### src/hw/rtl/assert_macros.svh
// Assertion helpers shared by the RTL files.
// Both forms sample on the rising clock edge and are off while reset is held.
`ifndef ASSERT_MACROS_SVH
`define ASSERT_MACROS_SVH

// Same-cycle implication.
`define OAGS_ASSERT_IMP(label, clk, rstn, ante, cons, msg) \
    label: assert property (@(posedge clk) disable iff (!rstn) (ante) |-> (cons)) \
        else $error(msg);

// Next-cycle implication.
`define OAGS_ASSERT_NXT(label, clk, rstn, ante, cons, msg) \
    label: assert property (@(posedge clk) disable iff (!rstn) (ante) |=> (cons)) \
        else $error(msg);

`endif

### src/hw/rtl/oags_pkg.sv
`timescale 1ns / 1ps

package oags_pkg;

    // Vector path: differences are 17 bits, scaled up by 2^20 before rotation.
    localparam int PRE_SHIFT  = 20;
    localparam int XY_W       = 40;
    // Angle accumulator with 30 fraction bits.
    localparam int ACC_FRAC   = 30;
    localparam int Z_W        = 34;
    // Square root: 33-bit radicand, one result bit per cell.
    localparam int SQ_W       = 34;
    localparam int SQRT_STEPS = 17;

    localparam int ATAN_LEN = 24;

    // atan(2^-i) with 30 fraction bits.
    localparam logic [29:0] ATAN_TAB [ATAN_LEN] = '{
        30'd843314857, 30'd497837829, 30'd263043837, 30'd133525159,
        30'd67021687,  30'd33543516,  30'd16775851,  30'd8388437,
        30'd4194283,   30'd2097149,   30'd1048576,   30'd524288,
        30'd262144,    30'd131072,    30'd65536,     30'd32768,
        30'd16384,     30'd8192,      30'd4096,      30'd2048,
        30'd1024,      30'd512,       30'd256,       30'd128
    };

    // pi/2 with 30 fraction bits.
    localparam logic [31:0] HALF_PI = 32'd1686629713;

    typedef enum logic [1:0] {
        MODE_AVOID_LEFT  = 2'd0,
        MODE_AVOID_RIGHT = 2'd1,
        MODE_GOAL        = 2'd2
    } steer_mode_t;

    typedef struct packed {
        logic signed [15:0] goal_x;
        logic signed [15:0] goal_y;
        logic        [15:0] near_limit;
        logic        [14:0] heading_tolerance;
        logic        [14:0] arrive_margin;
    } cfg_t;

    // Values that ride along the cell row untouched.
    typedef struct packed {
        steer_mode_t        mode;
        logic               arrived;
        logic               zero;
        logic signed [15:0] heading;
        logic signed [15:0] avoid_turn;
        logic        [14:0] avoid_speed;
    } side_t;

    typedef struct packed {
        logic signed [XY_W-1:0] x;
        logic signed [XY_W-1:0] y;
        logic signed [Z_W-1:0]  z;
        logic        [SQ_W-1:0] rem;
        logic        [SQ_W-1:0] root;
        side_t                  side;
    } cell_t;

endpackage

### src/hw/rtl/oags_front.sv
`timescale 1ns / 1ps

module oags_front import oags_pkg::*; #(
    parameter int FRACTION_BITS = 12
) (
    input  logic               aclk,
    input  logic               aresetn,
    input  logic               en,
    input  logic               in_valid,
    input  logic        [15:0] left_clearance,
    input  logic        [15:0] right_clearance,
    input  logic signed [15:0] pose_x,
    input  logic signed [15:0] pose_y,
    input  logic signed [15:0] heading,
    input  cfg_t               cfg,
    output logic               out_valid,
    output cell_t              out_cell
);

    localparam int AV_W = (FRACTION_BITS + 3 > 18) ? FRACTION_BITS + 3 : 18;
    localparam logic signed [AV_W-1:0] TWO =
        {{(AV_W-FRACTION_BITS-2){1'b0}}, 2'b10, {FRACTION_BITS{1'b0}}};
    localparam logic signed [AV_W-1:0] TURN_MAX = AV_W'(32767);
    localparam logic signed [AV_W-1:0] TURN_MIN = -(AV_W'(32768));

    // Stage A: differences, avoidance decision and arrival test.
    logic               a_valid_reg;
    logic signed [16:0] a_dx_reg, a_dx_next;
    logic signed [16:0] a_dy_reg, a_dy_next;
    side_t              a_side_reg, a_side_next;

    logic                   avoid_left, avoid_right;
    logic signed [AV_W-1:0] left_ext, right_ext, av_diff;
    logic signed [16:0]     gx_lim, gy_lim, px_ext, py_ext;

    always_comb begin
        a_dx_next   = {cfg.goal_x[15], cfg.goal_x} - {pose_x[15], pose_x};
        a_dy_next   = {cfg.goal_y[15], cfg.goal_y} - {pose_y[15], pose_y};
        avoid_left  = left_clearance < cfg.near_limit;
        avoid_right = right_clearance < cfg.near_limit;
        left_ext    = {{(AV_W-16){1'b0}}, left_clearance};
        right_ext   = {{(AV_W-16){1'b0}}, right_clearance};
        av_diff     = avoid_left ? (left_ext - TWO) : (TWO - right_ext);

        a_side_next = '0;
        if (avoid_left) begin
            a_side_next.mode = MODE_AVOID_LEFT;
        end else if (avoid_right) begin
            a_side_next.mode = MODE_AVOID_RIGHT;
        end else begin
            a_side_next.mode = MODE_GOAL;
        end
        if (av_diff > TURN_MAX) begin
            a_side_next.avoid_turn = 16'sh7fff;
        end else if (av_diff < TURN_MIN) begin
            a_side_next.avoid_turn = 16'sh8000;
        end else begin
            a_side_next.avoid_turn = av_diff[15:0];
        end
        a_side_next.avoid_speed = avoid_left ? left_clearance[15:1] : right_clearance[15:1];
        a_side_next.heading     = heading;

        gx_lim = {cfg.goal_x[15], cfg.goal_x} - {2'b00, cfg.arrive_margin};
        gy_lim = {cfg.goal_y[15], cfg.goal_y} - {2'b00, cfg.arrive_margin};
        px_ext = {pose_x[15], pose_x};
        py_ext = {pose_y[15], pose_y};
        a_side_next.arrived = (px_ext >= gx_lim) && (py_ext >= gy_lim);
    end

    always_ff @(posedge aclk) begin
        if (!aresetn) begin
            a_valid_reg <= 1'b0;
        end else if (en) begin
            a_valid_reg <= in_valid;
        end
        if (en) begin
            a_dx_reg   <= a_dx_next;
            a_dy_reg   <= a_dy_next;
            a_side_reg <= a_side_next;
        end
    end

    // Stage B: quadrant fold for the rotation, squares for the distance.
    logic                   b_valid_reg;
    logic signed [XY_W-1:0] b_x_reg, b_x_next;
    logic signed [XY_W-1:0] b_y_reg, b_y_next;
    logic signed [Z_W-1:0]  b_z_reg, b_z_next;
    logic        [31:0]     b_sqx_reg, b_sqy_reg;
    side_t                  b_side_reg, b_side_next;

    logic signed [16:0] xr, yr;
    logic signed [33:0] sqx, sqy;

    always_comb begin
        if (a_dx_reg[16]) begin
            if (!a_dy_reg[16]) begin
                xr       = a_dy_reg;
                yr       = -a_dx_reg;
                b_z_next = $signed({{(Z_W-32){1'b0}}, HALF_PI});
            end else begin
                xr       = -a_dy_reg;
                yr       = a_dx_reg;
                b_z_next = -$signed({{(Z_W-32){1'b0}}, HALF_PI});
            end
        end else begin
            xr       = a_dx_reg;
            yr       = a_dy_reg;
            b_z_next = '0;
        end
        b_x_next = {{(XY_W-17-PRE_SHIFT){xr[16]}}, xr, {PRE_SHIFT{1'b0}}};
        b_y_next = {{(XY_W-17-PRE_SHIFT){yr[16]}}, yr, {PRE_SHIFT{1'b0}}};
        sqx      = 34'(a_dx_reg) * 34'(a_dx_reg);
        sqy      = 34'(a_dy_reg) * 34'(a_dy_reg);

        b_side_next      = a_side_reg;
        b_side_next.zero = (a_dx_reg == '0) && (a_dy_reg == '0);
    end

    always_ff @(posedge aclk) begin
        if (!aresetn) begin
            b_valid_reg <= 1'b0;
        end else if (en) begin
            b_valid_reg <= a_valid_reg;
        end
        if (en) begin
            b_x_reg    <= b_x_next;
            b_y_reg    <= b_y_next;
            b_z_reg    <= b_z_next;
            b_sqx_reg  <= sqx[31:0];
            b_sqy_reg  <= sqy[31:0];
            b_side_reg <= b_side_next;
        end
    end

    // Stage C: radicand sum, handed to the first cell.
    logic        c_valid_reg;
    cell_t       c_cell_reg, c_cell_next;
    logic [32:0] sq_sum;

    always_comb begin
        sq_sum           = {1'b0, b_sqx_reg} + {1'b0, b_sqy_reg};
        c_cell_next.x    = b_x_reg;
        c_cell_next.y    = b_y_reg;
        c_cell_next.z    = b_z_reg;
        c_cell_next.rem  = {{(SQ_W-33){1'b0}}, sq_sum};
        c_cell_next.root = '0;
        c_cell_next.side = b_side_reg;
    end

    always_ff @(posedge aclk) begin
        if (!aresetn) begin
            c_valid_reg <= 1'b0;
        end else if (en) begin
            c_valid_reg <= b_valid_reg;
        end
        if (en) begin
            c_cell_reg <= c_cell_next;
        end
    end

    assign out_valid = c_valid_reg;
    assign out_cell  = c_cell_reg;

endmodule

### config.mk
export PLATFORM = sky130hd
export DESIGN_NAME = oags_front
export DESIGN_NICKNAME = d
export VERILOG_FILES = /design/src/hw/rtl/assert_macros.svh /design/src/hw/rtl/oags_pkg.sv /design/src/hw/rtl/oags_front.sv
export SDC_FILE = /design/constraint.sdc
export NUM_CORES = 2
export LEC_CHECK = 0
export ABC_AREA = 1
export BUFFER_PORTS_ARGS = -buffer_cell sky130_fd_sc_hd__clkbuf_2
export CAP_MARGIN = 40
export CELL_PAD_IN_SITES_DETAIL_PLACEMENT = 1
export CELL_PAD_IN_SITES_GLOBAL_PLACEMENT = 2
export CORE_UTILIZATION = 39
export DETAILED_ROUTE_END_ITERATION = 10
export PLACE_DENSITY = 0.89
export SYNTH_ARGS = -nofsm -noshare
export SYNTH_HDL_FRONTEND = slang
export SYNTH_SLANG_ARGS = --single-unit
### constraint.sdc
create_clock -name aclk -period 7.1 [get_ports aclk]
set_input_delay 1.42 -clock aclk [delete_from_list [all_inputs] [get_ports aclk]]
set_output_delay 1.42 -clock aclk [all_outputs]
set_load 0.01 [all_outputs]
==> results.cfg <==
[detailed_routing]
wl_um = 109300
routedWlPerCell_um = 18.07
dr.pass1.iters = 7
drc = 0
drt_iter0_drc = 1472
vias = 29270
drt-vias-per-instance = 4.840
ant_nets = 0

[sta]
finalHoldViolCount = 0
period_needed_ns = 6.390
maxSlewHeadroom_pct = 26.22
setup_tns_ns = 0
fin_crit_sh_pct = 90.00
tightestPinTransition_ns = 1.107
finalClockSkew_ns = 0.02783
finalMaxSlewViolations = 0
max_clock_freq_ghz = 0.1565
rsz0062_at_grt = no
setup_viol = 0

[clock_network]
cts-root-buf = clkbuf_16
holdBufCountCts = 0
clk_pin_slew_ns = 0.06
cts_made_buffers = 42
cts_tree = done
cts_max_level = 2
insertion_delay_ns = 0.61
clock_sinks = 358
ctsResizeCount = 0
clk_path_buf_depth = 3
cts_setup_buffers = 0

[hold_path]
hold_path_depth = 0
holdCritStartpoint = b_side_reg[44]
min_path_type = reg -> reg
hold_end = out_cell[44]

[placed_design]
placement.io_buffers = 305
placed_cells = 5970
hpwl_um = 93030
postPlaceCellArea_sq_mm = 0.04256
gp_congestion = 0.9048

[setup_path]
rrSetupSlack_ns = 0.71
crit_fanout = 17
worst-endpoint-required_ns = 7.46
crit_type = reg -> reg
timing.rr.end = b_sqy_reg[31]
reg2reg_from = a_dy_reg[9]
end_kind = register
reg2reg_depth = 21
cp-start-kind = register
arrival_ns = 6.75

[run]
drv_cap = 0

[synthesis]
syn_area_sq_mm = 0.03985
synth_seq_area_share_pct = 26.90
synth_ff_type = edfxtp_1
synthCells = 4381
async_flop_share_pct = 0
yosys_warnings = 0
synthSimpleGateAreaFrac_pct = 13.16
synth.distinct_cells = 51
synth_area_per_cell_sq_um = 9.097
synth_compound_area_share_pct = 6.304
synth_xor_area_share_pct = 3.978
synth-edff-count = 355
synth.area.mux_share_pct = 0
synth-seq-cells = 358
synthAdderAreaFrac_pct = 36.50
synth_top_family_by_area = adder cells

[grt]
grt_max_degree = 156
grt_pass1_wl_um = 173600
use_met3_pct = 2.402
antenna_found_initial = 7
grt_overflow = 0
use_met1_pct = 27.57
grt_usage_pct = 21.69
grt.busiest_layer = met2
grt_pass1_vias = 32410
grtUsageMet2_pct = 38.02

[cells_and_area]
layout-drive-gt1-share_pct = 9.574
largest_register_ffs = 121
multi_input_area_sq_mm = 0.02417
nFillCells = 11950
num-nets-final = 5672
finalCoreUtilization_pct = 43.58
final_common_cell = inv_1
regArea_sq_mm = 0.01072
area_growth_pct = 10.15
final_area_sq_mm = 0.04390
most-common-layout-cells = 1065 x inv_1, 809 x nand2_1, 516 x fa_1
fin_cells = 6048

[floorplan]
floorplan.initialDensity_pct = 39.57
die_height_um = 321.7
pin_count = 396
core_sq_mm = 0.1007
num_rows = 116
die_w_um = 321.7
dieArea_sq_mm = 0.1035

[status]
status = complete, no violations
## layout make-up
cell class / count / share of cell area (%)
well taps: 1357 / 3.868
flip-flops and latches: 358 / 24.42
multi-input cells: 2830 / 55.06
repair buffers: 358 / 4.492
clock inverters: 28 / 0.5758
clock buffers: 49 / 2.454
diodes: 1 / 0.005701
inverters: 1067 / 9.124
## cells in the mapped netlist, types with 2 or more instances
master    instances  share of area (%)
clkbuf_1         47               0.44
inv_2             2              0.019
nand3_1         132                1.7
o221ai_1          2              0.044
or2_2            10               0.16
nand2_2           4              0.063
a21boi_0          8               0.15
a22oi_1           2              0.038
fa_1            516                 26
nor2_1          195                1.8
o211ai_1         11               0.21
nand2_1         809                7.6
ha_1            337                 11
o21a_1           20               0.38
nand3b_1         15               0.28
a31oi_1           7               0.11
o21ai_1          12               0.15
nand2b_1          2              0.031
a21o_1           14               0.26
a21oi_1         199                2.5
nand3_2           3              0.075
nor2_2            2              0.031
o21ai_0         147                1.8
nor3_1           44               0.55
buf_2            15               0.19
inv_1          1065                 10
edfxtp_1        355                 27
and3_1            2              0.031
nor4_1            6              0.094
nand4_1          38               0.60
xor2_1          137                3.0
buf_1            19               0.18
dfxtp_1           3               0.15
o31ai_1           6               0.11
buf_6             4               0.11
o21bai_1         20               0.38
buf_4           113                2.1
a31o_2            2              0.044
xnor2_1          44               0.97
## worst max path at each step
stage / cells past startpoint / to / start / slack (ns)
after floorplan: 26 / b_sqy_reg[26] / a_dy_reg[16] / 0.92
after global routing: 21 / b_sqy_reg[31] / a_dy_reg[9] / 0.42
after detailed placement: 22 / b_sqy_reg[26] / a_dy_reg[16] / 0.77
final: 21 / b_sqy_reg[31] / a_dy_reg[9] / 0.71
after global placement: 22 / b_sqy_reg[26] / a_dy_reg[16] / 0.86
after CTS: 22 / b_sqy_reg[26] / a_dy_reg[16] / 0.76
## worst max-delay path, cell delays in order, from the launching register on
cell and delay (ns):
edfxtp_1 0.94, nand2_1 0.22, fa_1 0.54, inv_1 0.06, fa_1 0.52, inv_1 0.05, fa_1 0.53, inv_1 0.08
fa_1 0.51, fa_1 0.55, inv_1 0.06, fa_1 0.58, inv_1 0.06, ha_1 0.36, a21oi_1 0.28, o21ai_0 0.19
a21oi_1 0.24, nor2_1 0.07, nor2_1 0.08, nand2_1 0.07, nand3_1 0.08, nand2_1 0.06
## cells by family (layout without fill, tap and decap cells)
group                      count (synthesis)  count (layout)
and+or+nand+nor                         1267            1267
buffers and inverters                   1267            1502
adders and majority gates                853             853
AOI/OAI and AO/OA                        454             454
DFF                                      358             358
xor gates and xnor gates                 181             181
other                                      1              76
## per-stage QoR
| stage | setup slack, ns | hold WS, ns |
|---|---|---|
| detailed placement | 0.7651 | 0.4052 |
| global placement | 0.8615 | 0.4002 |
| floorplan | 0.9162 | 0.4003 |
| finish | 0.7097 | 0.4107 |
| global route | 0.4170 | 0.4213 |
| CTS | 0.7632 | 0.4118 |
## per-layer routing
metal	vias to the layer above	share of wire (%)
met3	158	3.8
met4	0	3.6
met5	-	0
met1	14550	43
li1	13940	-
met2	622	49
Power is not shown: default switching activity piles up to over one toggle a cycle in this logic, so the estimate is an artifact.
