File: src/hw/rtl/assert_macros.svh
// Assertion helpers shared by the RTL files.
// Both forms sample on the rising clock edge and are off while reset is held.
`ifndef ASSERT_MACROS_SVH
`define ASSERT_MACROS_SVH

// Same-cycle implication.
`define OAGS_ASSERT_IMP(label, clk, rstn, ante, cons, msg) \
    label: assert property (@(posedge clk) disable iff (!rstn) (ante) |-> (cons)) \
        else $error(msg);

// Next-cycle implication.
`define OAGS_ASSERT_NXT(label, clk, rstn, ante, cons, msg) \
    label: assert property (@(posedge clk) disable iff (!rstn) (ante) |=> (cons)) \
        else $error(msg);

`endif

File: src/hw/rtl/oags_pkg.sv
`timescale 1ns / 1ps

package oags_pkg;

    // Vector path: differences are 17 bits, scaled up by 2^20 before rotation.
    localparam int PRE_SHIFT  = 20;
    localparam int XY_W       = 40;
    // Angle accumulator with 30 fraction bits.
    localparam int ACC_FRAC   = 30;
    localparam int Z_W        = 34;
    // Square root: 33-bit radicand, one result bit per cell.
    localparam int SQ_W       = 34;
    localparam int SQRT_STEPS = 17;

    localparam int ATAN_LEN = 24;

    // atan(2^-i) with 30 fraction bits.
    localparam logic [29:0] ATAN_TAB [ATAN_LEN] = '{
        30'd843314857, 30'd497837829, 30'd263043837, 30'd133525159,
        30'd67021687,  30'd33543516,  30'd16775851,  30'd8388437,
        30'd4194283,   30'd2097149,   30'd1048576,   30'd524288,
        30'd262144,    30'd131072,    30'd65536,     30'd32768,
        30'd16384,     30'd8192,      30'd4096,      30'd2048,
        30'd1024,      30'd512,       30'd256,       30'd128
    };

    // pi/2 with 30 fraction bits.
    localparam logic [31:0] HALF_PI = 32'd1686629713;

    typedef enum logic [1:0] {
        MODE_AVOID_LEFT  = 2'd0,
        MODE_AVOID_RIGHT = 2'd1,
        MODE_GOAL        = 2'd2
    } steer_mode_t;

    typedef struct packed {
        logic signed [15:0] goal_x;
        logic signed [15:0] goal_y;
        logic        [15:0] near_limit;
        logic        [14:0] heading_tolerance;
        logic        [14:0] arrive_margin;
    } cfg_t;

    // Values that ride along the cell row untouched.
    typedef struct packed {
        steer_mode_t        mode;
        logic               arrived;
        logic               zero;
        logic signed [15:0] heading;
        logic signed [15:0] avoid_turn;
        logic        [14:0] avoid_speed;
    } side_t;

    typedef struct packed {
        logic signed [XY_W-1:0] x;
        logic signed [XY_W-1:0] y;
        logic signed [Z_W-1:0]  z;
        logic        [SQ_W-1:0] rem;
        logic        [SQ_W-1:0] root;
        side_t                  side;
    } cell_t;

endpackage

File: src/hw/rtl/oags_back.sv
`timescale 1ns / 1ps

module oags_back import oags_pkg::*; #(
    parameter int FRACTION_BITS = 12
) (
    input  logic               aclk,
    input  logic               aresetn,
    input  logic               en,
    input  logic               in_valid,
    input  cell_t              in_cell,
    input  logic        [14:0] heading_tolerance,
    output logic               out_valid,
    output logic        [16:0] speed_cmd,
    output logic signed [15:0] turn_cmd,
    output steer_mode_t        steer_mode,
    output logic               arrived
);

    localparam int RND_SH = ACC_FRAC - FRACTION_BITS;
    localparam int ANG_W  = FRACTION_BITS + 3;
    localparam int ERR_W  = ((ANG_W > 16) ? ANG_W : 16) + 1;
    localparam logic signed [Z_W-1:0]   RND_HALF = Z_W'(64'd1 << (RND_SH - 1));
    localparam logic signed [ERR_W-1:0] TURN_MAX = ERR_W'(32767);
    localparam logic signed [ERR_W-1:0] TURN_MIN = -(ERR_W'(32768));

    // Stage R: round the angle accumulator, halves upward.
    logic                    r_valid_reg;
    logic signed [ANG_W-1:0] r_angle_reg, r_angle_next;
    logic        [16:0]      r_root_reg;
    side_t                   r_side_reg;
    logic signed [Z_W-1:0]   rounded;

    always_comb begin
        rounded      = (in_cell.z + RND_HALF) >>> RND_SH;
        r_angle_next = in_cell.side.zero ? '0 : rounded[ANG_W-1:0];
    end

    always_ff @(posedge aclk) begin
        if (!aresetn) begin
            r_valid_reg <= 1'b0;
        end else if (en) begin
            r_valid_reg <= in_valid;
        end
        if (en) begin
            r_angle_reg <= r_angle_next;
            r_root_reg  <= in_cell.root[16:0];
            r_side_reg  <= in_cell.side;
        end
    end

    // Stage O: heading error, tolerance window, mode select.
    logic                    valid_reg;
    logic        [16:0]      speed_reg, speed_next;
    logic signed [15:0]      turn_reg, turn_next;
    steer_mode_t             mode_reg;
    logic                    arrived_reg;
    logic signed [ERR_W-1:0] err, tol_pos, tol_neg;
    logic                    in_tol;
    logic signed [15:0]      goal_turn;

    always_comb begin
        err = {{(ERR_W-ANG_W){r_angle_reg[ANG_W-1]}}, r_angle_reg}
            - {{(ERR_W-16){r_side_reg.heading[15]}}, r_side_reg.heading};
        tol_pos = {{(ERR_W-15){1'b0}}, heading_tolerance};
        tol_neg = -tol_pos;
        in_tol  = (err <= tol_pos) && (err >= tol_neg);
        if (err > TURN_MAX) begin
            goal_turn = 16'sh7fff;
        end else if (err < TURN_MIN) begin
            goal_turn = 16'sh8000;
        end else begin
            goal_turn = err[15:0];
        end
        // The root of two 16-bit squares stays below the 17-bit ceiling.
        case (r_side_reg.mode) inside
            MODE_AVOID_LEFT, MODE_AVOID_RIGHT: begin
                speed_next = {2'b00, r_side_reg.avoid_speed};
                turn_next  = r_side_reg.avoid_turn;
            end
            MODE_GOAL: begin
                speed_next = in_tol ? r_root_reg : '0;
                turn_next  = goal_turn;
            end
            default: begin
                speed_next = '0;
                turn_next  = '0;
            end
        endcase
    end

    always_ff @(posedge aclk) begin
        if (!aresetn) begin
            valid_reg <= 1'b0;
        end else if (en) begin
            valid_reg <= r_valid_reg;
        end
        if (en) begin
            speed_reg   <= speed_next;
            turn_reg    <= turn_next;
            mode_reg    <= r_side_reg.mode;
            arrived_reg <= r_side_reg.arrived;
        end
    end

    assign out_valid  = valid_reg;
    assign speed_cmd  = speed_reg;
    assign turn_cmd   = turn_reg;
    assign steer_mode = mode_reg;
    assign arrived    = arrived_reg;

endmodule

File: config.mk
export PLATFORM = sky130hd
export DESIGN_NAME = oags_back
export DESIGN_NICKNAME = d
export VERILOG_FILES = /design/src/hw/rtl/assert_macros.svh /design/src/hw/rtl/oags_pkg.sv /design/src/hw/rtl/oags_back.sv
export SDC_FILE = /design/constraint.sdc
export NUM_CORES = 1
export LEC_CHECK = 0
export BUFFER_PORTS_ARGS = -buffer_cell sky130_fd_sc_hd__buf_2
export CAP_MARGIN = 20
export CORE_MARGIN = 10
export CORE_UTILIZATION = 43
export CTS_CLUSTER_SIZE = 16
export DETAILED_ROUTE_END_ITERATION = 12
export PLACE_DENSITY = 0.76
export SYNTH_ARGS = -nofsm -noshare
export SYNTH_HDL_FRONTEND = slang
export SYNTH_SLANG_ARGS = --single-unit
File: constraint.sdc
create_clock -name aclk -period 4.2 [get_ports aclk]
set_input_delay 0.84 -clock aclk [delete_from_list [all_inputs] [get_ports aclk]]
set_output_delay 0.84 -clock aclk [all_outputs]
set_load 0.03 [all_outputs]
==> results of run 1 <==
[how the worst max path moves through the flow]
stage / from / slack (ps) / endpoint
5_1_grt: r_side_reg[32] / -90 / speed_cmd[0]
2_1_floorplan: heading_tolerance[2] / 170 / speed_cmd[10]
6_report: heading_tolerance[2] / 150 / speed_cmd[12]
4_1_cts: r_angle_reg[0] / 10 / speed_cmd[14]
3_5_place_dp: heading_tolerance[2] / -280 / speed_cmd[14]
3_3_place_gp: heading_tolerance[2] / -220 / speed_cmd[5]
[layout make-up]
type | count | area, um2 | area share (%)
well taps | 184 | 230 | 2.63
repair buffers | 179 | 1070 | 12.3
clock inverters | 15 | 273 | 3.12
clock buffers | 17 | 425 | 4.86
diodes | 1 | 2.50 | 0.0286
inverters | 86 | 323 | 3.69
multi-input cells | 329 | 2840 | 32.4
flip-flops and latches | 120 | 3580 | 41.0
[repair_timing]
| action | 4_1_cts | 5_1_grt |
|---|---|---|
| setup buffers | 0 | 9 |
| cloned | 0 | 2 |
| endpoints found under the setup margin | 17 | 17 |
| gates resized for setup | 2 | 48 |
| pin swaps | 2 | 15 |
[stage by stage]
stage | setup TNS (ps) | utilization, % | hold slack (ps) | std cells | cell area [um2]
detailed placement | -3540 | 51.8 | 421 | 887 | 7610
floorplan | 0 | - | 400 | 547 | 6520
finish | 0 | 59.5 | 428 | 931 | 8750
global placement | -3110 | 51.8 | 412 | 887 | 7610
global route | -1030 | 59.5 | 435 | 930 | 8750
CTS | 0 | 56.6 | 435 | 919 | 8320
[routing by layer]
metal / share of wire [%] / GRT usage, %
met5: 0.12 / 0
met2: 51 / 25.7
met4: 1.3 / 5.81
met3: 6.4 / 5.14
met1: 41 / 16.5
[where the power goes]
group	internal (mW)	switching, mW	total (mW)
clock network	1.18	0.525	1.70
registers	1.44	0.0297	1.47
logic	0.491	0.667	1.16
[cell families after synthesis]
kind of cell / after synthesis / share of synthesized area [%]
AND/OR/NAND/NOR: 140 / 11.7
flip-flops: 120 / 55.0
AO/OA/AOI/OAI: 102 / 12.6
buffers and inverters: 98 / 6.13
adder cells (fa/ha/maj): 46 / 8.95
XOR/XNOR: 39 / 5.36
multiplexers: 2 / 0.307
[placed cells by master, fill, tap and decap left out, drive strengths merged, types with 10 or more instances in the layout]
| cell type | netlist | final |
|---|---|---|
| xnor2 | 21 | 21 |
| inv | 86 | 88 |
| o32ai | 16 | 16 |
| o21ai | 13 | 13 |
| a21oi | 15 | 15 |
| xor2 | 18 | 18 |
| nor2 | 39 | 39 |
| nor2b | 10 | 10 |
| o22ai | 17 | 17 |
| edfxtp | 118 | 118 |
| clkbuf | 7 | 19 |
| nand2 | 16 | 16 |
| buf | 3 | 177 |
| ha | 45 | 45 |
| nand3 | 21 | 21 |
==> impl_metrics.tcl, run 1 <==
set metrics [dict create \
    status "complete, no violations" \
    worstPathCellList "buf_2 -> or4_4 -> or2_2 -> or3_1 -> nor3_2 -> ha_4 -> o21ai_4 -> a311oi_2 -> o2111ai_2 -> nand4bb_1 -> a221oi_2 -> o21ai_4 -> clkbuf_16 -> o32ai_2" \
    antenna_found_initial 3 \
    grt_pass1_wl_mm 24.1 \
    synth_common_cells "edfxtp_1, inv_1, ha_1" \
    clock_latency_ps 410 \
    coreArea_um2 14700 \
    num_rows 44 \
    min_path_cells 0 \
    synth-main-ff-cell "edfxtp_1" \
    ys_warn_count 0 \
    syn_inst 547 \
    setup_viol 0 \
    path_class "input pin to flip-flop" \
    slowest_stage "or4_4" \
    cts_sinks 120 \
    synthesis.nets 845 \
    grtUsageTotal_pct 14.9 \
    grt_max_degree 67 \
    clkTransAtPathRegs_ps 60 \
    report.power.total_mw 4.33 \
    r2r_slack_ps 180 \
    yosysTopAreaCell "edfxtp_1" \
    fmax_mhz 247 \
    period_needed_ps 4050 \
    largest_reg_flops 50 \
    cp_top_family "simple AND/OR/NAND/NOR gates" \
    synth_edf_count 118 \
    crit_cells 14 \
    worstReg2RegEnd "speed_cmd[13]" \
    place_hpwl_mm 11.6 \
    slowest_delay_ps 520 \
    yosysMostFrequentCell "edfxtp_1" \
    wire_per_inst_um 17.2 \
    hold_viol 0 \
    io_pins 289 \
    ys_async_sr_fraction_pct 0 \
    yosys.area.top_type_share_pct 54.4 \
    routed_wl_mm 16.0 \
    vias_per_cell 5.18 \
    cp-end-kind "flip-flop" \
    die-width_um 143 \
    startpoint_type "input pin" \
    min_period_over_period_pct 96.5 \
    r2r_cells 14 \
    h-tree-depth 4 \
    p_leak_nw 3.75 \
    grt_pass1_vias 5011 \
    setup_ws_ps 148 \
    initial_core_util_pct 44.3 \
    slew_headroom_pct 45.1 \
    powerDensity_nw_per_um2 495 \
    postRouteAntennaNets 0 \
    rsz0062_at_grt "yes" \
    drc 0 \
    syn_avg_cell_area_um2 11.9 \
    place_congestion 0.851 \
    hold_end "arrived" \
    die_area_um2 20500 \
    path_buf_inv 2 \
    regToRegStartpoint "r_angle_reg[8]" \
    cp.arrival_ps 4300 \
    grt-ovfl-total 0 \
    drt_iter0_drc 276 \
    ctsHoldBuffers 0 \
    cts_tree "built" \
    holdCritPathClass "flip-flop to flip-flop" \
    cpMostUsedCell "o21ai_4" \
    dr.pass1.iters 4 \
    area_growth_pct 34.3 \
    pre_cts_slack_ps -276 \
    timing.max_cap.violations 0 \
    min-delay-start "r_side_reg[48]" \
    cp.required_ps 4440 \
    drive_above_1_share_pct 36.6 \
    synth.lib_cells_used.distinct 68 \
    synth_seq_area_share_pct 55.0 \
    clock_skew_ps 8.27 \
    vdd_drop_max_mv 0.320 \
    vias 4822 \
    tightest_slew_ps 823 \
    die_y_um 143 \
    fillers 1167 \
    clock-root-buffer "clkbuf_16" \
    io_buffer_count 139 \
    clock_path_buffers 2 \
    netlist_area_um2 6510 \
    synth-seq-cells 120 \
    nNetsFinal 1031 \
    yosys-top-cells-area "edfxtp_1, ha_1, inv_1" \
    cts_buffers 17 \
    drv_slew 0 \
    crit_fanout 8 \
]
(Power assumes the default switching activity.)
==> inputs of run 2 (changes only) <==
--- a/config.mk
+++ b/config.mk
@@ -7,11 +7,14 @@
 export LEC_CHECK = 0
 export BUFFER_PORTS_ARGS = -buffer_cell sky130_fd_sc_hd__buf_2
 export CAP_MARGIN = 20
+export CELL_PAD_IN_SITES_DETAIL_PLACEMENT = 1
+export CELL_PAD_IN_SITES_GLOBAL_PLACEMENT = 1
+export CORE_ASPECT_RATIO = 0.8
 export CORE_MARGIN = 10
-export CORE_UTILIZATION = 43
+export CORE_UTILIZATION = 36
 export CTS_CLUSTER_SIZE = 16
 export DETAILED_ROUTE_END_ITERATION = 12
-export PLACE_DENSITY = 0.76
+export PLACE_DENSITY = 0.79
 export SYNTH_ARGS = -nofsm -noshare
 export SYNTH_HDL_FRONTEND = slang
 export SYNTH_SLANG_ARGS = --single-unit
==> constraint.sdc (replaced) <==
create_clock -name aclk -period 3.8 [get_ports aclk]
set_input_delay 0.76 -clock aclk [delete_from_list [all_inputs] [get_ports aclk]]
set_output_delay 0.76 -clock aclk [all_outputs]
set_load 0.03 [all_outputs]
==> run 2 against run 1 <==
Effect of this change: the run now ends with negative setup slack left; count of clock-buffer cells in the layout is the same; largest cell class unchanged; total power grew 12%; sequential share of layout area shrank 2.0 points; critical path depth grew 5; sequential power grew 11%; clock power shrank 4%; die area grew 17%; via count grew 5.8%.
==> impl_metrics.tcl, run 2 (synthesis gave the netlist of run 1 again) <==
set metrics [dict create \
    holdCritPathClass "flip-flop to flip-flop" \
    mostFrequentLayoutCell "buf_2" \
    drive_above_1_share_pct 40.9 \
    violations "negative setup slack" \
    die_area_um2 23900 \
    grtUsageTotal_pct 17.0 \
    vdd_drop_max_mv 0.260 \
    crit_fanout 4 \
    final_cell_area_um2 9200 \
    report.power.total_mw 4.87 \
    clock-root-buffer "clkbuf_16" \
    ctsHoldBuffers 0 \
    cts_buffers 17 \
    powerDensity_nw_per_um2 529 \
    tns_ps -7320 \
    initial_core_util_pct 37.1 \
    startpoint_type "flip-flop" \
    drv_slew 0 \
    grt-ovfl-total 0 \
    nNetsFinal 1070 \
    min_period_over_period_pct 112 \
    clkTransAtPathRegs_ps 60 \
    fmax_mhz 234 \
    most-common-layout-cells "buf_2, edfxtp_1, inv_1" \
    place_congestion 0.902 \
    whs_ps 424 \
    dr.pass1.iters 5 \
    p_leak_nw 3.95 \
    wire_per_inst_um 20.4 \
    largest_reg_flops 50 \
    hold_viol 0 \
    routed_wl_mm 20.7 \
    die-width_um 170 \
    placed_area_um2 7950 \
    clock_latency_ps 420 \
    antenna_found_initial 2 \
    grt_max_degree 56 \
    cts_tree "built" \
    clock_skew_ps 12.1 \
    utilization_pct 52.5 \
    io_buffer_count 139 \
    tightest_slew_ps 569 \
    place_hpwl_mm 14.9 \
    die_y_um 140 \
    drc 0 \
    postRouteAntennaNets 0 \
    io_pins 289 \
    timing.max_cap.violations 0 \
    setup_ws_ps -470 \
    rsz0062_at_grt "yes" \
    period_needed_ps 4270 \
    slew_headroom_pct 62.1 \
    cp-end-kind "flip-flop" \
    clock_path_buffers 2 \
    num_rows 43 \
    h-tree-depth 4 \
    cp.arrival_ps 4510 \
    status "finished, violations left" \
    coreArea_um2 17500 \
    drt_iter0_drc 206 \
    vias_per_cell 5.05 \
    grt_pass1_vias 5790 \
    vias 5102 \
    cts_sinks 120 \
    grt_pass1_wl_mm 31.8 \
    area_growth_pct 41.2 \
    cp.required_ps 4040 \
    setup_viol 17 \
    path_class "flip-flop to flip-flop" \
]
run 2: changes by cell type in the layout (fill, tap and decap cells not counted), sizes merged:
cell,before,now
buf,177,217
bufinv,7,2
inv,88,93
clkbuf,19,18
clkinv,4,3
clkinvlp,2,3
run 2: path summary, 6_finish.rpt:
kind	start	end	slack [ps]	depth (start not counted)
worst max-delay path	r_angle_reg[4]	speed_cmd[2]	-470	19
worst min-delay path	r_side_reg[48]	arrived	420	0
worst max register to register	r_angle_reg[4]	speed_cmd[2]	-470	19
worst min register to register	r_side_reg[48]	arrived	420	0
run 2: critical path, cell delays in order, from the launching register on:
cell       delay [ps]
edfxtp_1          380
ha_1              360
buf_4             180
and3_1            170
a21oi_2            50
a31oi_2           250
nor2_2             80
buf_4             150
xnor2_2           160
buf_4             160
ha_1              310
nand3_1           170
o32ai_4           300
o2111ai_2         170
nand4bb_1         250
a221oi_2          340
o21ai_2            90
buf_6             140
clkbuf_16         160
o32ai_2           220
run 2: what timing repair did:
item,4_1_cts,5_1_grt
buffers inserted,10,2
pin swaps,17,10
cloned,3,1
gates resized for setup,55,15
endpoints found under the setup margin,17,17
run 2: area by class of cell:
cell class / count / area [um2]
Antenna cell: 1 / 2.50
Clock buffer: 17 / 425
Clock inverter: 15 / 165
Fill cell: 1829 / 8340
Inverter: 86 / 323
Multi-Input combinational cell: 329 / 3010
Sequential cell: 120 / 3580
Tap cell: 225 / 282
Timing Repair Buffer: 218 / 1410
run 2: layer usage:
metal / track usage (%) / routed length [um] / vias up
li1: - / - / 2463
met2: 31.1 / 10900 / 112
met1: 19.0 / 8510 / 2497
met5: 0 / 18 / -
met3: 3.88 / 867 / 28
met4: 5.62 / 388 / 2
run 2: power breakdown:
part           total, mW  internal (mW)  switching, mW  leakage, nW
sequential          1.63           1.59         0.0359         1.18
clock               1.63          0.980          0.649        0.283
combinational       1.61          0.718          0.896         2.48
run 2: through the flow:
stage / std cells / setup WS (ps)
2_1_floorplan: 547 / -69.9
3_3_place_gp: 963 / -453
4_1_cts: 1008 / -284
3_5_place_dp: 963 / -640
5_1_grt: 1011 / -627
6_report: 1011 / -470
