**config.mk**
```make
export PLATFORM = sky130hd
export DESIGN_NAME = oags_cell
export DESIGN_NICKNAME = d
export VERILOG_FILES = /design/src/hw/rtl/assert_macros.svh /design/src/hw/rtl/oags_pkg.sv /design/src/hw/rtl/oags_cell.sv
export SDC_FILE = /design/constraint.sdc
export NUM_CORES = 1
export LEC_CHECK = 0
export BUFFER_PORTS_ARGS = -buffer_cell sky130_fd_sc_hd__buf_2
export CORE_MARGIN = 3
export CORE_UTILIZATION = 55
export DETAILED_ROUTE_END_ITERATION = 12
export PLACE_DENSITY = 0.84
export RECOVER_POWER = 100
export SKIP_LAST_GASP = 1
export SLEW_MARGIN = 40
export SYNTH_ARGS = -nofsm -noshare
export SYNTH_HDL_FRONTEND = slang
export SYNTH_SLANG_ARGS = --single-unit
```
**constraint.sdc**
```tcl
create_clock -name aclk -period 5.7 [get_ports aclk]
set_clock_uncertainty 0.05 [all_clocks]
set_input_delay 0.855 -clock aclk [delete_from_list [all_inputs] [get_ports aclk]]
set_output_delay 0.855 -clock aclk [all_outputs]
set_load 0.01 [all_outputs]
```
**src/hw/rtl/assert_macros.svh**
```systemverilog
// Assertion helpers shared by the RTL files.
// Both forms sample on the rising clock edge and are off while reset is held.
`ifndef ASSERT_MACROS_SVH
`define ASSERT_MACROS_SVH

// Same-cycle implication.
`define OAGS_ASSERT_IMP(label, clk, rstn, ante, cons, msg) \
    label: assert property (@(posedge clk) disable iff (!rstn) (ante) |-> (cons)) \
        else $error(msg);

// Next-cycle implication.
`define OAGS_ASSERT_NXT(label, clk, rstn, ante, cons, msg) \
    label: assert property (@(posedge clk) disable iff (!rstn) (ante) |=> (cons)) \
        else $error(msg);

`endif

```
**src/hw/rtl/oags_pkg.sv**
```systemverilog
`timescale 1ns / 1ps

package oags_pkg;

    // Vector path: differences are 17 bits, scaled up by 2^20 before rotation.
    localparam int PRE_SHIFT  = 20;
    localparam int XY_W       = 40;
    // Angle accumulator with 30 fraction bits.
    localparam int ACC_FRAC   = 30;
    localparam int Z_W        = 34;
    // Square root: 33-bit radicand, one result bit per cell.
    localparam int SQ_W       = 34;
    localparam int SQRT_STEPS = 17;

    localparam int ATAN_LEN = 24;

    // atan(2^-i) with 30 fraction bits.
    localparam logic [29:0] ATAN_TAB [ATAN_LEN] = '{
        30'd843314857, 30'd497837829, 30'd263043837, 30'd133525159,
        30'd67021687,  30'd33543516,  30'd16775851,  30'd8388437,
        30'd4194283,   30'd2097149,   30'd1048576,   30'd524288,
        30'd262144,    30'd131072,    30'd65536,     30'd32768,
        30'd16384,     30'd8192,      30'd4096,      30'd2048,
        30'd1024,      30'd512,       30'd256,       30'd128
    };

    // pi/2 with 30 fraction bits.
    localparam logic [31:0] HALF_PI = 32'd1686629713;

    typedef enum logic [1:0] {
        MODE_AVOID_LEFT  = 2'd0,
        MODE_AVOID_RIGHT = 2'd1,
        MODE_GOAL        = 2'd2
    } steer_mode_t;

    typedef struct packed {
        logic signed [15:0] goal_x;
        logic signed [15:0] goal_y;
        logic        [15:0] near_limit;
        logic        [14:0] heading_tolerance;
        logic        [14:0] arrive_margin;
    } cfg_t;

    // Values that ride along the cell row untouched.
    typedef struct packed {
        steer_mode_t        mode;
        logic               arrived;
        logic               zero;
        logic signed [15:0] heading;
        logic signed [15:0] avoid_turn;
        logic        [14:0] avoid_speed;
    } side_t;

    typedef struct packed {
        logic signed [XY_W-1:0] x;
        logic signed [XY_W-1:0] y;
        logic signed [Z_W-1:0]  z;
        logic        [SQ_W-1:0] rem;
        logic        [SQ_W-1:0] root;
        side_t                  side;
    } cell_t;

endpackage

```
**src/hw/rtl/oags_cell.sv**
```systemverilog
`timescale 1ns / 1ps

module oags_cell import oags_pkg::*; #(
    parameter int INDEX         = 0,
    parameter int CORDIC_STAGES = 16
) (
    input  logic  aclk,
    input  logic  aresetn,
    input  logic  en,
    input  logic  in_valid,
    input  cell_t in_cell,
    output logic  out_valid,
    output cell_t out_cell
);

    // One rotation of the vectoring loop and one bit of the square root.
    localparam bit ROTATE    = (INDEX < CORDIC_STAGES) && (INDEX < ATAN_LEN);
    localparam bit ROOT_STEP = INDEX < SQRT_STEPS;
    localparam int SQ_SH     = ROOT_STEP ? 2 * (SQRT_STEPS - 1 - INDEX) : 0;
    localparam int TAB_IDX   = (INDEX < ATAN_LEN) ? INDEX : 0;
    localparam logic [SQ_W-1:0] SQ_BIT = SQ_W'(64'd1 << SQ_SH);
    localparam logic signed [Z_W-1:0] ANGLE_STEP =
        $signed({{(Z_W-30){1'b0}}, ATAN_TAB[TAB_IDX]});

    logic signed [XY_W-1:0] x_in, y_in, x_sh, y_sh;
    logic signed [Z_W-1:0]  z_in;
    logic        [SQ_W-1:0] trial;
    cell_t                  cell_next;
    logic                   valid_reg;
    cell_t                  cell_reg;

    always_comb begin
        cell_next = in_cell;
        x_in      = in_cell.x;
        y_in      = in_cell.y;
        z_in      = in_cell.z;
        x_sh      = x_in >>> INDEX;
        y_sh      = y_in >>> INDEX;
        trial     = in_cell.root + SQ_BIT;
        if (ROTATE) begin
            if (!y_in[XY_W-1]) begin
                cell_next.x = x_in + y_sh;
                cell_next.y = y_in - x_sh;
                cell_next.z = z_in + ANGLE_STEP;
            end else begin
                cell_next.x = x_in - y_sh;
                cell_next.y = y_in + x_sh;
                cell_next.z = z_in - ANGLE_STEP;
            end
        end
        if (ROOT_STEP) begin
            if (in_cell.rem >= trial) begin
                cell_next.rem  = in_cell.rem - trial;
                cell_next.root = (in_cell.root >> 1) + SQ_BIT;
            end else begin
                cell_next.root = in_cell.root >> 1;
            end
        end
    end

    always_ff @(posedge aclk) begin
        if (!aresetn) begin
            valid_reg <= 1'b0;
        end else if (en) begin
            valid_reg <= in_valid;
        end
        if (en) begin
            cell_reg <= cell_next;
        end
    end

    assign out_valid = valid_reg;
    assign out_cell  = cell_reg;

endmodule

```
==> results.ini, run 1 <==
[critical_path]
path_class=in -> reg
worstPathMaxFanout=18
startpoint_type=input pin
cp.arrival_ps=4890
end_kind=register
reg2reg_slack_ps=5030
crit_required_ps=5910

[clocking]
cts_hold_buf=0
cts_buffers=27
cts.sinks=233
post_cts_buffers=0
clk_latency_ps=530
clock-root-buffer=clkbuf_16
cts.repair.resized=0
cts_tree=yes
htreeDepth=1
clk_pin_slew_ps=60
clockBufferDepth=3

[sta]
drv_slew=301
timing.fmax_ghz=0.214
fin_crit_ps=4680
fin_crit_sh_pct=82.1
hold_viol_final=0
setup_viol=0
holdWs_ps=444
rsz0062_at_grt=no
relSlewSlack_pct=-74.8
setup_tns_ps=0
max_slew.worst_pin.slew_ps=2620

[pwr]
p_leak_nw=9.21
ir_drop_mv=0.201
p_sw_mw=1.97
sequentialPowerShare_pct=39.5
combinationalPowerShare_pct=31.4
clkPwrFrac_pct=29.1
p_per_area_mw_per_mm2=272
internal_power_mw=3.81
p_total_mw=5.79
switching_share_pct=34.1

[hold_path]
min_path_type=in -> reg

[drt]
drcViolationCount=0
wl_um=62400
drt_iter0_drc=1480
via_count=16900
detail_route.vias_per_cell=6.01
drtAntennaViolNets=0
wire_per_inst_um=22.1
firstDrtPassIters=7

[synthesis]
synth_area_leaders=edfxtp_1 38%, ha_1 14%, a21oi_1 5.9%, xnor2_1 5.0%, a21o_1 3.6%
yosysTopAreaCell=edfxtp_1
async_flop_share_pct=0
synth_ff_type=edfxtp_1
syn_area_mm2=0.0181
synth_top_area_share_pct=38.5
syn_inst=1911
synth_cell_types=77
synth_fp_nets=2349
synth.avg_cell_area_um2=9.48
synth-edff-count=232
yosysWarnings=0
synth_seq_area_share_pct=38.6
yosys_register_bits=233

[global_route]
gr-total-overflow=0
grt_usage_pct=33.7
antenna_found_initial=13
grt_max_degree=141
grt_pass1_wl_um=93900
first_global_vias=16800

[cells_and_area]
final_core_util_pct=66.4
areaGrowthSynthToFinish_pct=17.6
instances_no_fill=2817
final_nets=2789
fill_cells=2764
regArea_mm2=0.00699
final_layout_size_suffix_gt1_share_pct=11.6
multi_input_area_mm2=0.0102

[floorplan]
core_mm2=0.0320
dieHeight_um=187
rows=65
ios=471
start_util_pct=56.5
fp.dieArea_mm2=0.0351
die_x_um=187

[place]
numPortBuffers=470
finalWeightedCongestion=0.989
hpwl_um=49500
placed_cells=2756

[status]
violations=capacitance limit, slew limit
status=complete, but fails checks

[job]
max_cap_viol_count=4

==> final cells by class <==
cell class	count	share of cell area, %
diodes	12	0.141
clock buffers	32	3.26
clock inverters	16	0.676
inverters	165	2.91
multi-input cells	1448	47.9
flip-flops and latches	233	32.8
well taps	435	2.56
repair buffers	476	9.74
==> metal layers <==
| layer | track usage [%] | share of wire (%) | up-vias |
|---|---|---|---|
| li1 | - | - | 7873 |
| met1 | 39.0 | 37 | 7962 |
| met5 | 0 | 0.11 | - |
| met2 | 57.7 | 48 | 877 |
| met4 | 21.3 | 7.0 | 10 |
| met3 | 6.13 | 7.9 | 209 |
==> worst paths after layout <==
check,cells after the start,start,endpoint
worst max-delay path,14,in_cell[85],out_cell[118]
worst min-delay path,1,in_cell[39],out_cell[39]
worst max register to register,2,out_valid,out_valid
worst min register to register,2,out_valid,out_valid
==> per-stage QoR <==
stage	setup WS (ps)	instance area, µm²
detailed placement	1080	20800
floorplan	827	18100
CTS	1620	21700
global placement	1200	20800
finish	1020	21300
global route	709	21300
==> cells in the mapped netlist, types with 5 or more instances <==
| cell type | n |
|---|---|
| clkbuf_1 | 39 |
| o21bai_1 | 51 |
| nand4_1 | 19 |
| o211ai_1 | 9 |
| nand2_1 | 123 |
| a221oi_1 | 6 |
| fa_1 | 5 |
| nor2b_1 | 20 |
| o31ai_1 | 14 |
| and3_1 | 8 |
| o21ai_1 | 12 |
| mux2_2 | 5 |
| inv_1 | 155 |
| mux2i_1 | 17 |
| xnor2_1 | 104 |
| a31oi_1 | 25 |
| o21ai_0 | 125 |
| nand3_1 | 18 |
| a21oi_1 | 212 |
| a21o_1 | 86 |
| buf_1 | 14 |
| a211oi_1 | 19 |
| nor4_1 | 11 |
| a2111oi_0 | 10 |
| nor3_1 | 32 |
| a221o_1 | 5 |
| buf_2 | 8 |
| a211o_1 | 10 |
| clkinv_1 | 6 |
| o31a_1 | 6 |
| or3_1 | 5 |
| ha_1 | 196 |
| nand2b_1 | 26 |
| o21a_1 | 20 |
| a31o_2 | 9 |
| or2_2 | 6 |
| edfxtp_1 | 232 |
| xor2_1 | 36 |
| nor2_1 | 133 |
==> cells by family (layout without fill, tap and decap cells) <==
| group | count (synthesis) | after routing | share of synthesized area (%) |
|---|---|---|---|
| other | 0 | 12 | 0 |
| muxes | 22 | 22 | 1.25 |
| DFF | 233 | 233 | 38.6 |
| adders and majority gates | 201 | 201 | 14.1 |
| and+or+nand+nor | 419 | 419 | 10.8 |
| buffers and inverters | 230 | 689 | 4.90 |
| AOI/OAI and AO/OA | 665 | 665 | 23.6 |
| xor gates and xnor gates | 141 | 141 | 6.86 |
==> worst max-delay path, cell delays in order <==
cell and delay [ps]:
clkbuf_1 90, inv_1 60, ha_1 170, inv_1 60, fa_1 420, a211oi_1 350
o21ai_0 240, a21oi_1 240, o21ai_0 180, a31oi_1 280, o21ai_0 120, a21oi_1 1230
clkbuf_1 430, o21ai_0 180
==> cell usage in the layout (no fill, tap or decap), types with 6 or more instances in the layout <==
cell type,instances
a221oi_1,6
nand3_1,18
mux2i_1,17
nor2_1,133
nor2b_1,20
o21bai_1,51
nand2b_1,26
or2_2,6
a31oi_1,25
xor2_1,36
ha_1,196
a211oi_1,19
and3_1,8
nand4_1,19
buf_2,204
diode_2,12
o21a_1,20
xnor2_1,104
nand2_1,123
o211ai_1,9
a21o_1,86
o31ai_1,15
inv_1,155
a2111oi_0,9
clkbuf_16,27
a31o_2,9
o31a_1,6
nor4_1,10
nor3_1,32
o21ai_0,132
a21oi_1,212
clkinv_1,10
clkbuf_1,271
a211o_1,10
edfxtp_1,232
==> flip-flops by register name (all words and copies together), names as in the netlist <==
register   count
out_cell     232
out_valid      1
==> power by group through the flow <==
stage | logic, mW | clock network [mW] | registers, mW
final | 1.82 | 1.68 | 2.28
after global routing | 1.97 | 1.78 | 2.30
after CTS | 1.87 | 1.71 | 2.27
after detailed placement | 1.86 | 0 | 2.30
after global placement | 1.83 | 0 | 2.30
after floorplan | 1.02 | 0 | 2.41
No activity file was read; power rests on OpenSTA's default activity.
==> run 2: changes to the inputs <==
Clock period 5.7 ns to 4.9 ns, I/O delays scaled along.
==> results.ini, run 2 (synthesis results as in run 1) <==
[sta]
timing.fmax_ghz=0.232
drv_slew=210  ; -30%
relSlewSlack_pct=-87.8  ; -13 points
hold_viol_final=0  ; unchanged
fin_crit_ps=4310
setup_tns_ps=0  ; unchanged
setup_viol=0  ; unchanged
max_slew.worst_pin.slew_ps=2820  ; +195 ps
rsz0062_at_grt=no
fin_crit_sh_pct=88.0

[cells_and_area]
most-common-layout-cells=284 x clkbuf_1, 232 x edfxtp_1, 211 x a21oi_1, 196 x ha_1, 196 x buf_2
final_nets=2803  ; +0.50%
final_common_cell=clkbuf_1
largest_reg_flops=232  ; unchanged
final_layout_size_suffix_gt1_share_pct=11.9  ; +0.26 points
areaGrowthSynthToFinish_pct=17.9

[drt]
wl_um=64200  ; +3.0%
drt_iter0_drc=1420  ; -4.1%
via_count=17100  ; +1.3%
detail_route.vias_per_cell=6.06  ; +0.78%
firstDrtPassIters=6  ; -1
wire_per_inst_um=22.7  ; +2.5%
drtAntennaViolNets=0  ; unchanged
drcViolationCount=0  ; unchanged

[floorplan]
die_x_um=187  ; unchanged
start_util_pct=56.5  ; unchanged
core_mm2=0.0320  ; unchanged
fp.dieArea_mm2=0.0351  ; unchanged
rows=65  ; unchanged
ios=471  ; unchanged
dieHeight_um=187  ; unchanged

[place]
numPortBuffers=470  ; unchanged
finalWeightedCongestion=1.03  ; +4.5%
hpwl_um=50800  ; +2.6%

[hold_path]
min_path_type=in -> reg

[global_route]
antenna_found_initial=12  ; -1
grt_max_degree=101  ; -28%
grt_usage_pct=34.9  ; +1.3 points
grt_pass1_wl_um=97400  ; +3.7%
first_global_vias=17000  ; +1.6%
gr-total-overflow=0  ; unchanged

[clocking]
clock-root-buffer=clkbuf_16
cts.repair.resized=0  ; unchanged
clockBufferDepth=3  ; unchanged
cts.sinks=233  ; unchanged
cts_tree=yes
post_cts_buffers=0  ; unchanged
clk_pin_slew_ps=60  ; about the same
cts_hold_buf=0  ; unchanged
htreeDepth=1  ; unchanged
clk_latency_ps=540  ; about the same
cts_buffers=27  ; unchanged

[critical_path]
cp.arrival_ps=4560  ; -330 ps
crit_path_top_delay_cell=o41ai_1
path_class=in -> reg
cpMostUsedCell=o21ai_1
end_kind=register
crit_required_ps=5150  ; -760 ps
slowest_delay_ps=570  ; -660 ps
path_cells=buf_4 -> inv_1 -> ha_1 -> a21oi_1 -> o21ai_1 -> a2111oi_0 -> o21bai_1 -> o41ai_1 -> o21ai_1 -> o211ai_1 -> nand2b_1 -> a221oi_1 -> xnor2_1
worstPathMaxFanout=21  ; +3
crit_family=compound AO/OA/AOI/OAI gates
path_buf_inv=2  ; -2
startpoint_type=input pin

[status]
violations=capacitance limit, slew limit
status=complete, but fails checks

[pwr]
ir_drop_mv=0.250  ; +24%
p_per_area_mw_per_mm2=314  ; +15%
p_total_mw=6.70  ; +16%
p_leak_nw=9.23  ; +0.15%

[job]
max_cap_viol_count=4  ; unchanged

## run 2: metrics by stage
stage / utilization, % / cells / hold WS [ps] / cell area [µm²] / setup slack (ps)
floorplan: - / 1911 / 488 / 18100 / 147
global placement: 65.3 / 2770 / 441 / 20900 / 519
detailed placement: 65.3 / 2770 / 459 / 20900 / 492
CTS: 67.8 / 2820 / 282 / 21700 / 1050
global route: 66.6 / 2826 / 286 / 21300 / 367
finish: 66.7 / 2831 / 304 / 21400 / 586
## run 2: layout make-up
| class | count | area [µm²] |
|---|---|---|
| Fill cell | 2833 | 10700 |
| Multi-Input combinational cell | 1448 | 10200 |
| Sequential cell | 233 | 6990 |
| Timing Repair Buffer | 490 | 2150 |
| Clock buffer | 33 | 698 |
| Inverter | 165 | 619 |
| Tap cell | 435 | 544 |
| Clock inverter | 17 | 106 |
| Antenna cell | 10 | 25.0 |
## run 2: routing by layer
layer	GRT usage (%)	vias to the layer above	routed length (µm)
met5	0	-	67
met4	21.2	10	4850
li1	-	7904	-
met3	6.32	231	4850
met1	40.2	8085	23400
met2	60.6	918	31000
## run 2: report_power, final
group	switching, mW	internal, mW
Sequential	0.102	2.55
Clock	0.869	1.02
Combinational	1.38	0.778
Total	2.35	4.35
## run 2: worst paths after layout
| check | startpoint | end | slack (ps) | depth (start not counted) |
|---|---|---|---|---|
| max | in_cell[192] | out_cell[151] | 590 | 13 |
| min | in_cell[18] | out_cell[18] | 300 | 1 |
| min reg2reg | out_valid | out_valid | 470 | 2 |
| max reg2reg | out_valid | out_valid | 4230 | 2 |
==> run 3: changes to the inputs <==
Settings changed: ABC_AREA set to 1, PLACE_DENSITY 0.84 to 0.82.
==> results.ini, run 3 <==
[synthesis]
yosysWarnings=0  ; unchanged
syn_area_mm2=0.0209  ; +15%
synth_fp_nets=3374  ; +44%
synth-adder-area-share_pct=12.2  ; -1.9 points
synth-edff-count=232  ; unchanged
synth-compound-area-share_pct=12.5  ; -11 points
synth_seq_area_share_pct=33.5  ; -5.1 points
synthSimpleGateAreaFrac_pct=28.9  ; +18 points
async_flop_share_pct=0  ; unchanged
synth_cell_types=45  ; -42%
synth_top_area_share_pct=33.4  ; -5.1 points
synth_top_family_by_area=simple AND/OR/NAND/NOR gates
yosys_register_bits=233  ; unchanged
synth_xor_area_share_pct=3.11  ; -3.8 points
synth_ff_type=edfxtp_1
synth.avg_cell_area_um2=7.11  ; -25%
synth_top_cells_by_count=878 x nand2_1, 428 x inv_1, 254 x nor2_1
synth_area_leaders=edfxtp_1 33%, nand2_1 16%, ha_1 12%, inv_1 7.7%, a21oi_1 5.3%
synth.area.mux_share_pct=0.0960  ; -1.2 points
yosysTopAreaCell=edfxtp_1
post-synth-top-count-cell=nand2_1
syn_inst=2936  ; +54%

[status]
violations=capacitance limit, slew limit
status=complete, but fails checks

[critical_path]
r2r-end=out_valid
reg2reg_slack_ps=4110  ; -120 ps
cp.arrival_ps=3860  ; -700 ps
crit_required_ps=5040  ; -110 ps
path_class=in -> reg
r2r-start=out_valid
worstPathMaxFanout=54  ; +160%
r2r_cells=2  ; unchanged
startpoint_type=input pin
end_kind=register

[hold_path]
worstHoldEndpoint=out_cell[33]
hold_depth=1  ; unchanged
hold_start=in_cell[33]
min_path_type=in -> reg

[global_route]
grt_max_degree=100  ; -0.99%
first_global_vias=22200  ; +30%
antenna_found_initial=3  ; -9
gr-total-overflow=0  ; unchanged
grt_pass1_wl_um=126000  ; +29%
grt_usage_pct=40.1  ; +5.2 points

[sta]
relSlewSlack_pct=-91.7  ; -3.9 points
fin_crit_sh_pct=76.0  ; -12 points
max_slew.worst_pin.slew_ps=2880  ; +59.0 ps
fin_crit_ps=3730  ; -589 ps
rsz0062_at_grt=no
setup_tns_ps=0  ; unchanged
drv_slew=140  ; -33%
setup_viol=0  ; unchanged
timing.fmax_ghz=0.268  ; +16%
hold_viol_final=0  ; unchanged

[floorplan]
ios=471  ; unchanged
dieHeight_um=201  ; +7.1%
die_x_um=201  ; +7.1%
rows=70  ; +7.7%
fp.dieArea_mm2=0.0403  ; +15%
start_util_pct=56.4  ; -0.079 points
core_mm2=0.0370  ; +15%

[cells_and_area]
final_nets=3818  ; +36%
final_layout_size_suffix_gt1_share_pct=7.69  ; -4.2 points
areaGrowthSynthToFinish_pct=14.3
largest_reg_flops=232  ; unchanged
most-common-layout-cells=879 x nand2_1, 429 x inv_1, 289 x clkbuf_1, 254 x nor2_1, 232 x edfxtp_1
fill_cells=3478  ; +23%
final_common_cell=nand2_1

[clocking]
clock-root-buffer=clkbuf_16
cts_hold_buf=0  ; unchanged
clk_pin_slew_ps=60  ; about the same
clk_latency_ps=580  ; +40 ps
cts.repair.resized=0  ; unchanged
clockBufferDepth=3  ; unchanged
post_cts_buffers=0  ; unchanged
cts_tree=yes
cts.sinks=233  ; unchanged
htreeDepth=1  ; unchanged
cts_buffers=27  ; unchanged

[pwr]
p_leak_nw=11.6  ; +25%
p_per_area_mw_per_mm2=291  ; -7.2%
ir_drop_mv=0.308  ; +23%
p_total_mw=6.94  ; +3.6%

[place]
numPortBuffers=470  ; unchanged
hpwl_um=68900  ; +36%
finalWeightedCongestion=1.14  ; +11%

[drt]
drtAntennaViolNets=0  ; unchanged
firstDrtPassIters=6  ; unchanged
wire_per_inst_um=21.7  ; -4.4%
via_count=22800  ; +33%
drt_iter0_drc=2397  ; +69%
drcViolationCount=0  ; unchanged
detail_route.vias_per_cell=5.84  ; -3.6%
wl_um=84500  ; +32%

[job]
max_cap_viol_count=3  ; -1

[run 3: cell types whose count changed after synthesis, moves of 25 or more]
cell,before,now
o21ai_0,125,153
nand3_1,18,221
nand2_1,123,878
a21o_1,86,11
nor2_1,133,254
nand2b_1,26,0
inv_1,155,428
clkbuf_1,39,9
buf_4,4,29
xnor2_1,104,23
o21bai_1,51,26
[run 3: cells by family after synthesis]
family | after synthesis
xor gates and xnor gates | 74
adders and majority gates | 201
buffers and inverters | 491
AOI/OAI and AO/OA | 476
DFF | 233
muxes | 2
and+or+nand+nor | 1459
[run 3: worst max path at each step]
stage                             from       endpoint  depth (start not counted)
after floorplan           in_cell[192]  out_cell[141]                         11
after global placement    in_cell[153]  out_cell[181]                         14
after detailed placement  in_cell[153]  out_cell[181]                         14
after CTS                 in_cell[153]  out_cell[181]                         14
after global routing                en  out_cell[212]                          2
final                     in_cell[192]  out_cell[207]                          3
[run 3: final cells by class]
type	count	area, µm²	share of cell area (%)
flip-flops and latches	233	6990	29.3
inverters	430	1620	6.79
diodes	2	5.00	0.0210
well taps	504	631	2.65
clock inverters	12	71.3	0.299
multi-input cells	2212	11800	49.4
clock buffers	32	694	2.91
repair buffers	476	2050	8.61
[run 3: metrics by stage]
stage | utilization, % | hold slack, ps | instances | instance area (µm²) | setup WS (ps)
floorplan | - | 505 | 2936 | 20900 | 1980
global placement | 63.6 | 484 | 3855 | 23500 | 1230
detailed placement | 63.6 | 510 | 3855 | 23500 | 1200
CTS | 65.7 | 258 | 3899 | 24300 | 1810
global route | 64.5 | 261 | 3900 | 23800 | 932
finish | 64.5 | 271 | 3901 | 23800 | 1170
[run 3: worst max-delay path, cell delays in order]
cell	delay (ps)
buf_4	440
clkbuf_1	2080
o21ai_0	530
[run 3: routing by layer]
metal / global-route usage (%) / up-vias / wire length [µm]
li1: - / 10500 / -
met4: 27.6 / 4 / 7340
met2: 66.1 / 1492 / 38500
met3: 7.65 / 350 / 8190
met5: 0 / - / 19
met1: 47.5 / 10500 / 30500
[run 3: report_power, final]
part           switching (mW)  internal, mW  leakage, nW
clock                   0.870          1.00        0.384
sequential              0.130          2.52         2.28
combinational            1.69         0.721         8.92
total                    2.69          4.25         11.6
